[src/rtl/cts_pkg.sv]
`timescale 1ns / 1ps
// ----------------------------------------------------------------------------
// cts_pkg
// Shared types and codes for the cooperative task scheduler.
// ----------------------------------------------------------------------------
package cts_pkg;

  typedef enum logic [2:0] {
    ACT_SPAWN    = 3'd0,
    ACT_DISPATCH = 3'd1,
    ACT_YIELD    = 3'd2,
    ACT_PARK     = 3'd3,
    ACT_SLEEP    = 3'd4,
    ACT_EXIT     = 3'd5,
    ACT_UNPARK   = 3'd6,
    ACT_RSTAT    = 3'd7
  } act_t;

  typedef enum logic [2:0] {
    SL_FREE     = 3'd0,
    SL_READY    = 3'd1,
    SL_RUNNING  = 3'd2,
    SL_PARKED   = 3'd3,
    SL_SLEEPING = 3'd4,
    SL_DONE     = 3'd5
  } slot_st_t;

  typedef enum logic [1:0] {
    CODE_OK     = 2'd0,
    CODE_IGNORE = 2'd1,
    CODE_NOFREE = 2'd2,
    CODE_DROP   = 2'd3
  } code_t;

  typedef enum logic [2:0] {
    ST_CLEAR,
    ST_IDLE,
    ST_FIND,
    ST_WAKE,
    ST_PREP,
    ST_APPLY,
    ST_QUERY,
    ST_RESULT
  } ctrl_st_t;

  typedef struct packed {
    act_t               action;
    logic [7:0]         target_slot;
    logic signed [31:0] sleep_ms;
    logic [31:0]        now_ms;
  } sched_in_t;

  typedef struct packed {
    code_t       code;
    logic        run_valid;
    logic [7:0]  chosen_slot;
    logic        sleepers_present;
    logic [31:0] soonest_wake;
    logic        all_idle;
    slot_st_t    queried_state;
    logic [8:0]  active_tasks;
    logic [31:0] pop_count;
  } sched_out_t;

  typedef struct packed {
    logic clear;
    logic accept;
    logic scan_en;
    logic find_mode;
    logic apply;
    logic load;
  } cts_cmd_t;

  typedef struct packed {
    logic clear_done;
    act_t new_action;
    logic cur_valid;
    logic scan_done;
    logic found;
    logic out_free;
  } cts_stat_t;

endpackage

[src/rtl/cts_ctrl.sv]
`timescale 1ns / 1ps
// ----------------------------------------------------------------------------
// cts_ctrl
// Sequencer: clearing pass, slot scans, event apply, query and result load.
// ----------------------------------------------------------------------------
module cts_ctrl import cts_pkg::*; (
  input  logic      clk,
  input  logic      rst_n,
  input  logic      in_valid,
  output logic      in_stall,
  input  cts_stat_t stat,
  output cts_cmd_t  cmd
);

  ctrl_st_t state_r, state_nxt;

  always_ff @(posedge clk) begin
    if (!rst_n) begin
      state_r <= ST_CLEAR;
    end else begin
      state_r <= state_nxt;
    end
  end

  always_comb begin
    state_nxt = state_r;
    case (state_r)
      ST_CLEAR: begin
        if (stat.clear_done) state_nxt = ST_IDLE;
      end
      ST_IDLE: begin
        if (in_valid) begin
          case (stat.new_action)
            ACT_SPAWN:    state_nxt = ST_FIND;
            ACT_DISPATCH: state_nxt = stat.cur_valid ? ST_PREP : ST_WAKE;
            default:      state_nxt = ST_PREP;
          endcase
        end
      end
      ST_FIND: begin
        if (stat.found || stat.scan_done) state_nxt = ST_APPLY;
      end
      ST_WAKE: begin
        if (stat.scan_done) state_nxt = ST_PREP;
      end
      ST_PREP:  state_nxt = ST_APPLY;
      ST_APPLY: state_nxt = ST_QUERY;
      ST_QUERY: state_nxt = ST_RESULT;
      ST_RESULT: begin
        if (stat.out_free) state_nxt = ST_IDLE;
      end
      default: state_nxt = ST_CLEAR;
    endcase
  end

  always_comb begin
    cmd           = '0;
    cmd.clear     = (state_r == ST_CLEAR);
    cmd.accept    = (state_r == ST_IDLE) && in_valid;
    cmd.scan_en   = (state_r == ST_FIND) || (state_r == ST_WAKE);
    cmd.find_mode = (state_r == ST_FIND);
    cmd.apply     = (state_r == ST_APPLY);
    cmd.load      = (state_r == ST_RESULT) && stat.out_free;
    in_stall      = (state_r != ST_IDLE);
  end

endmodule

[config.mk]
export PLATFORM = sky130hd
export DESIGN_NAME = cts_ctrl
export DESIGN_NICKNAME = d
export VERILOG_FILES = /design/src/rtl/cts_pkg.sv /design/src/rtl/cts_ctrl.sv
export SDC_FILE = /design/constraint.sdc
export NUM_CORES = 1
export LEC_CHECK = 0
export ABC_AREA = 1
export BUFFER_PORTS_ARGS = -buffer_cell sky130_fd_sc_hd__buf_4
export CAP_MARGIN = 15
export CORE_AREA = 2 2 39 41
export CTS_CLUSTER_DIAMETER = 120
export DETAILED_ROUTE_END_ITERATION = 8
export DIE_AREA = 0 0 41 43
export PLACE_DENSITY_LB_ADDON = 0.2
export SLEW_MARGIN = 10
export SYNTH_ARGS = -nofsm -noshare
export SYNTH_HDL_FRONTEND = slang
export SYNTH_SLANG_ARGS = --single-unit
[constraint.sdc]
create_clock -name clk -period 1.4 [get_ports clk]
set_clock_uncertainty 0.1 [all_clocks]
set_input_delay 0.28 -clock clk [delete_from_list [all_inputs] [get_ports clk]]
set_output_delay 0.28 -clock clk [all_outputs]
set_load 0.01 [all_outputs]
==> impl_metrics.ini, run 1 <==
[run_status]
status = complete, but fails checks
violations = setup timing

[clock_network]
insertion_delay_ns = 0.23
tritoncts = yes
cts_buffer_depth = 2
path_clk_slew_ns = 0.04
cts_sinks = 3
htreeDepth = 1
hold_buffers = 0
cts_root_buffer = clkbuf_4
cts_buffers = 3

[synth]
netlist_instances = 60
synth_top_area_cell = dfxtp_1
async_reset_ff_frac = 0
synth.avg_cell_area_um2 = 6.11
syn_nets = 71
syn_area_um2 = 367
ys_seq_area_frac = 0.164
yosys_warnings = 0
synth_edf_count = 0
synth_seq_cells = 3
synthFlopType = dfxtp_1
yosys.cell_types.count = 18
synth_top_cell_area_share = 0.164
synth_area_leaders = dfxtp_1, inv_1, nand2_1, nand3_1, nor2_4

[timing]
fmax_mhz = 706
setup_viol = 3
max_slew.worst_pin.slew_ns = 0.184
slew_headroom = 0.877
drv_slew = 0
period_needed_ns = 1.42
hold_violations = 0
timing.final.ws_setup_ns = -0.0169
min_period_over_period = 1.01
rsz0062_at_grt = yes

[die]
start_util = 0.265
die_y_um = 43
die_area_um2 = 1760
die_w_um = 41
core_um2 = 1380
boundaryPins = 18
rows = 14

[global_route]
grt_max_degree = 9
grt_pass1_vias = 372
antenna_found_initial = 0
grt_use_total = 0.125
grt_pass1_wl_um = 1480
gr-total-overflow = 0

[pwr]
power_w = 0.000512
vdd_drop_max_v = 0.000474
leakagePower_nw = 0.316
power_density_nw_per_um2 = 858

[place]
place_inst = 91
portBuffers = 17
pre_cts_ws_ns = -0.00263
routabilityCongestion = 0.800
hpwlAfterDp_um = 634

[critical_path]
end_kind = output port
cp.depth = 4
reg2regPathDepth = 9
cp_top_family = flip-flops
max_stage_delay_ns = 0.36
setup.worst_path.start_class = flop
path_class = flop to output port
cpMostUsedCell = buf_4
worst-path-buf-inv = 2
cp_cell_sequence = buf_4, nand3_4, nand2_2, buf_4
slowest_stage = dfxtp_4
cp_max_fo = 7
critPathRequiredTime_ns = 1.02
arrival_ns = 1.04

[drt]
first_pass_iters = 4
avgRoutedWirePerCell_um = 9.23
drt-initial-drc-count = 6
route.detailed.drc = 0
vias = 419
ant_nets = 0
vias_per_cell = 4.15
drt-total-wl_um = 932

[cells_and_area]
regMostFlops = state_r
top_regs = state_r x3
final_common_cell = buf_4
num-fill-cells = 168
final_cell_mix = buf_4, inv_1, nand2_1
synthToLayoutAreaGrowth_pct = 62.8
finish.net_count = 97
diodes = 0
final_cells = 101
largest_reg_flops = 3
drive_gt1_frac = 0.529

[hold_path]
hold_depth = 3
hold_path_class = primary input to flop

[run]
maxCapViolCount = 0
## metal layers
| layer | up-vias | part of all wire | wire length [µm] | GRT usage |
|---|---|---|---|---|
| li1 | 238 | - | - | - |
| met3 | 0 | 0.063 | 59 | 0.0628 |
| met2 | 11 | 0.47 | 437 | 0.178 |
| met1 | 170 | 0.47 | 435 | 0.170 |
| met5 | - | 0 | 0 | 0 |
| met4 | 0 | 0 | 0 | 0.0200 |
## timing repair
item | CTS | global route
buffers inserted | 6 | 0
pin swaps | 3 | 1
gates cloned | 0 | 0
setup endpoints to repair | 7 | 8
gates resized for setup | 9 | 3
## metrics by stage
stage                     utilization  hold WS (ns)  cell area, µm²  setup TNS (ns)
after floorplan                     -         0.338             367               0
after global placement          0.355         0.457             492               0
after global routing            0.431         0.207             597          -0.313
final                           0.431         0.214             597         -0.0241
after detailed placement        0.355         0.451             492        -0.00263
after CTS                       0.424         0.209             587         -0.0485
## cell type report
cell class              count  area, µm²  share of cell area
flip-flops and latches      3       71.3               0.119
repair buffers             23        173               0.289
multi-input cells          41        249               0.417
clock buffers               4       26.3              0.0440
inverters                  14       57.6              0.0964
well taps                  16       20.0              0.0335
## cell families (layout without fill, tap and decap cells)
family,after synthesis,count (layout),synth area share
AOI/OAI and AO/OA,6,6,0.0921
buffers and inverters,16,41,0.212
DFF,3,3,0.164
and+or+nand+nor,35,35,0.532
## where the power goes
part,internal (W),switching [W]
clock network,0.000107,0.0000426
logic,0.000118,0.000120
registers,0.0000980,0.0000264
total,0.000323,0.000189
## final timing paths
kind	from	end	slack (ns)
max	state_r[1]	cmd[3]	-0.02
min	rst_n	state_r[1]	0.21
max reg2reg	state_r[1]	state_r[1]	0.05
min reg2reg	state_r[1]	state_r[2]	0.48
## worst min-delay path, cell delays in order
cell	delay [ns]
buf_4	0.07
inv_1	0.05
a21oi_2	0.10
## synthesized netlist by cell type (2+ instances only)
master   instances
nand4_1          2
nor2_1           4
buf_6            2
nand2_1         10
inv_1           11
nand3_2          2
inv_2            2
a21oi_1          2
o21ai_1          2
dfxtp_1          3
nor3_1           2
nor2_4           3
nand3_1          7
nand2_2          4
No activity file was read; power rests on OpenSTA's default activity.
==> run 2: changes to the inputs <==
Settings changed: BUFFER_PORTS_ARGS -buffer_cell sky130_fd_sc_hd__buf_4 to -buffer_cell sky130_fd_sc_hd__buf_2.
==> impl_metrics.ini, run 2 (synthesis gave the netlist of run 1 again) <==
[cells_and_area]
register_area_um2 = 71.3
synthToLayoutAreaGrowth_pct = 54.6
regMostFlops = state_r
finish.net_count = 97
final_common_cell = buf_2
final_cells = 101
diodes = 0
drive_gt1_frac = 0.529
final_util = 0.410
largest_reg_flops = 3
multi_input_area_um2 = 241
final_cell_mix = buf_2, inv_1, nand2_1
top_regs = state_r x3
num-fill-cells = 160

[die]
start_util = 0.265
die_area_um2 = 1760
core_um2 = 1380
rows = 14
die_w_um = 41
boundaryPins = 18
die_y_um = 43

[critical_path]
arrival_ns = 1.04
cp_top_family = flip-flops
path_class = flop to output port
end_kind = output port
max_stage_delay_ns = 0.36
worstSetupEndpoint = cmd[5]
critPathRequiredTime_ns = 1.02
rr_endpoint = state_r[1]
worst-path-buf-inv = 3
cp_cell_sequence = buf_12, nor2_4, nand2_2, inv_1, buf_2
slowest_stage = dfxtp_4
rr_startpoint = state_r[1]
reg2regPathDepth = 9
setup.worst_path.start_class = flop
worstSetupStartpoint = state_r[1]
regToRegSetupSlack_ns = 0.06
cp.depth = 5
cp_max_fo = 5

[global_route]
grt_use_total = 0.119
grt_max_degree = 8
antenna_found_initial = 0
gr-total-overflow = 0
grt_pass1_wl_um = 1440
grt_pass1_vias = 373

[clock_network]
cts_buffer_depth = 2
tritoncts = yes
htreeDepth = 1
cts_sinks = 3
cts_buffers = 3
path_clk_slew_ns = 0.03
insertion_delay_ns = 0.23
cts_root_buffer = clkbuf_4
hold_buffers = 0

[pwr]
vdd_drop_max_v = 0.000389
leakagePower_nw = 0.308
power_density_nw_per_um2 = 883

[drt]
route.detailed.drc = 0
first_pass_iters = 2
vias_per_cell = 4.26
ant_nets = 0
avgRoutedWirePerCell_um = 8.51
drt-initial-drc-count = 2
drt-total-wl_um = 860
vias = 430

[place]
routabilityCongestion = 0.798
place_inst = 92
portBuffers = 17

[run]
maxCapViolCount = 0

[timing]
rsz0062_at_grt = yes
whs_ns = 0.212
hold_violations = 0
min_period_over_period = 1.02
slew_headroom = 0.874
fmax_mhz = 703
max_slew.worst_pin.slew_ns = 0.189
drv_slew = 0
period_needed_ns = 1.42
timing.final.ws_setup_ns = -0.0230
setup_viol = 3

[hold_path]
hold_path_class = primary input to flop

[run_status]
status = complete, but fails checks
violations = setup timing
## run 2: cell counts in the layout (fill, tap and decap cells not counted)
No cell type changed its count.
## run 2: power breakdown
part           internal, W  switching [W]  leakage, nW
Combinational     0.000110       0.000117        0.266
Clock             0.000107      0.0000435       0.0150
Sequential       0.0000980      0.0000248       0.0267
## run 2: repair_timing
| item | in CTS | in global routing |
|---|---|---|
| resized for setup | 9 | 3 |
| setup endpoints to repair | 7 | 7 |
| buffers inserted | 4 | 1 |
| pin swaps | 1 | 2 |
## run 2: cell type report
type,count,area share
clock buffers,4,0.0464
inverters,14,0.0971
multi-input cells,41,0.426
flip-flops and latches,3,0.126
well taps,16,0.0353
repair buffers,23,0.269
## run 2: stage by stage
step / total power (W) / setup TNS [ns] / setup WS, ns / area, µm²
final: 0.000500 / -0.0482 / -0.0230 / 567
after global routing: 0.000545 / -0.302 / -0.0946 / 567
after CTS: 0.000497 / -0.0850 / -0.0532 / 547
after detailed placement: 0.000300 / 0 / 0.0130 / 457
after global placement: 0.000301 / 0 / 0.0109 / 457
after floorplan: 0.000253 / 0 / 0.134 / 367
## run 2: worst min path at each step
stage / end / from / cells past startpoint
6_report: state_r[1] / rst_n / 3
5_1_grt: state_r[1] / rst_n / 3
4_1_cts: state_r[1] / rst_n / 3
3_5_place_dp: state_r[1] / rst_n / 3
3_3_place_gp: state_r[1] / rst_n / 3
2_1_floorplan: state_r[1] / rst_n / 2
## run 2: worst register-to-register path, stage by stage (launching register included)
cell and delay [ns]:
dfxtp_4 0.36, buf_12 0.13, nor2_4 0.10, nand2_2 0.06, buf_6 0.11, nor2_4 0.12
nor2_4 0.06, nand2_2 0.07, nand2_2 0.05, a21oi_2 0.10
## run 2: layer usage
layer,up-vias,part of all wire,GRT usage,routed length (µm)
li1,237,-,-,-
met1,179,0.47,0.153,406
met2,14,0.46,0.175,393
met3,0,0.070,0.0471,60
met4,0,0,0.0400,0
met5,-,0,0,0
==> run 3: changes to the inputs <==
Clock period 1.4 ns to 1.65 ns, I/O delays scaled along.
==> impl_metrics.ini, run 3 (synthesis gave the netlist of run 1 again) <==
[run_status]
status = finished, final reports clean

[critical_path]
cp_top_family = flip-flops
slowest_stage = dfxtp_4
cp_cell_sequence = inv_2, nand2_2, nor2_4, inv_1, nor2_1, buf_2
critPathRequiredTime_ns = 1.22
worst-path-buf-inv = 3
end_kind = output port
max_stage_delay_ns = 0.37
cp_max_fo = 10
setup.worst_path.start_class = flop
arrival_ns = 1.11
path_class = flop to output port

[cells_and_area]
regMostFlops = state_r
largest_reg_flops = 3
top_regs = state_r x3
finish.net_count = 91
drive_gt1_frac = 0.468
final_common_cell = buf_2
final_cell_mix = buf_2, inv_1, nand2_1
num-fill-cells = 156
diodes = 0
final_area_um2 = 482
synthToLayoutAreaGrowth_pct = 31.4

[clock_network]
htreeDepth = 1
path_clk_slew_ns = 0.04
cts_buffer_depth = 2
cts_buffers = 3
tritoncts = yes
postCtsSetupRepairBufs = 0
cts_sinks = 3
insertion_delay_ns = 0.24
cts_root_buffer = clkbuf_4
hold_buffers = 0

[run]
maxCapViolCount = 0

[global_route]
gr-total-overflow = 0
grt_max_degree = 11
grt_pass1_wl_um = 1340
antenna_found_initial = 0
grt_pass1_vias = 349
grt_use_total = 0.114

[place]
hpwlAfterDp_um = 673
placed_area_um2 = 449
portBuffers = 17
routabilityCongestion = 0.796

[timing]
setup_viol = 0
max_slew.worst_pin.slew_ns = 0.240
drv_slew = 0
hold_violations = 0
rsz0062_at_grt = no
slew_headroom = 0.840
period_needed_ns = 1.54
setup_tns_ns = 0
fmax_mhz = 649
min_period_over_period = 0.934

[die]
die_y_um = 43
die_area_um2 = 1760
boundaryPins = 18
rows = 14
die_w_um = 41
start_util = 0.265
core_um2 = 1380

[pwr]
leakagePower_nw = 0.269
vdd_drop_max_v = 0.000385
power_density_nw_per_um2 = 791

[drt]
drt-total-wl_um = 804
ant_nets = 0
route.detailed.drc = 0
vias_per_cell = 4.19
first_pass_iters = 3
vias = 398
avgRoutedWirePerCell_um = 8.46
drt-initial-drc-count = 3

[hold_path]
hold_path_class = primary input to flop
==> run 3: changes by cell type in the layout (fill, tap and decap cells not counted), sizes merged <==
| cell | change |
|---|---|
| buf | -6 |
==> run 3: stage by stage <==
stage / total power (W) / setup WS [ns] / instances / hold WS (ns) / util
2_1_floorplan: 0.000215 / 0.334 / 60 / 0.388 / -
3_3_place_gp: 0.000250 / 0.251 / 91 / 0.491 / 0.325
3_5_place_dp: 0.000251 / 0.224 / 91 / 0.499 / 0.325
4_1_cts: 0.000390 / 0.0222 / 95 / 0.251 / 0.345
5_1_grt: 0.000419 / 0.00979 / 95 / 0.283 / 0.348
6_report: 0.000381 / 0.109 / 95 / 0.255 / 0.348
==> run 3: worst paths after layout <==
kind / from / endpoint / slack (ns) / depth (start not counted)
setup / recovery: state_r[1] / cmd[4] / 0.11 / 6
hold / removal: rst_n / state_r[1] / 0.26 / 3
setup reg to reg: state_r[2] / state_r[0] / 0.40 / 7
hold reg to reg: state_r[1] / state_r[1] / 0.45 / 2
==> run 3: worst register-to-register path, stage by stage, from the launching register on <==
cell and delay (ns):
dfxtp_2 0.46, inv_4 0.07, nand3_1 0.11, nand2_1 0.08
nand3_2 0.10, nand2_2 0.06, o21ai_1 0.12, inv_1 0.05
==> run 3: timing repair <==
item / in CTS / in global routing
gates cloned: 0 / 0
setup endpoints to repair: 3 / 1
gates resized for setup: 2 / 2
==> run 3: power breakdown <==
group | switching, W | total, W | internal [W]
Combinational | 0.0000845 | 0.000144 | 0.0000597
Sequential | 0.0000224 | 0.000105 | 0.0000826
Clock | 0.0000411 | 0.000132 | 0.0000908
Total | 0.000148 | 0.000381 | 0.000233
==> run 3: per-layer routing <==
metal / vias up / global-route usage / part of all wire
met5: - / 0 / 0
met4: 0 / 0.0200 / 0
met3: 0 / 0.0785 / 0.10
met1: 158 / 0.147 / 0.49
met2: 14 / 0.156 / 0.40
li1: 226 / - / -
==> run 3: cell type report <==
| class | count | area (µm²) | area share |
|---|---|---|---|
| clock buffers | 4 | 26.3 | 0.0545 |
| inverters | 14 | 55.1 | 0.114 |
| repair buffers | 17 | 85.1 | 0.177 |
| well taps | 16 | 20.0 | 0.0416 |
| flip-flops and latches | 3 | 66.3 | 0.138 |
| multi-input cells | 41 | 229 | 0.475 |
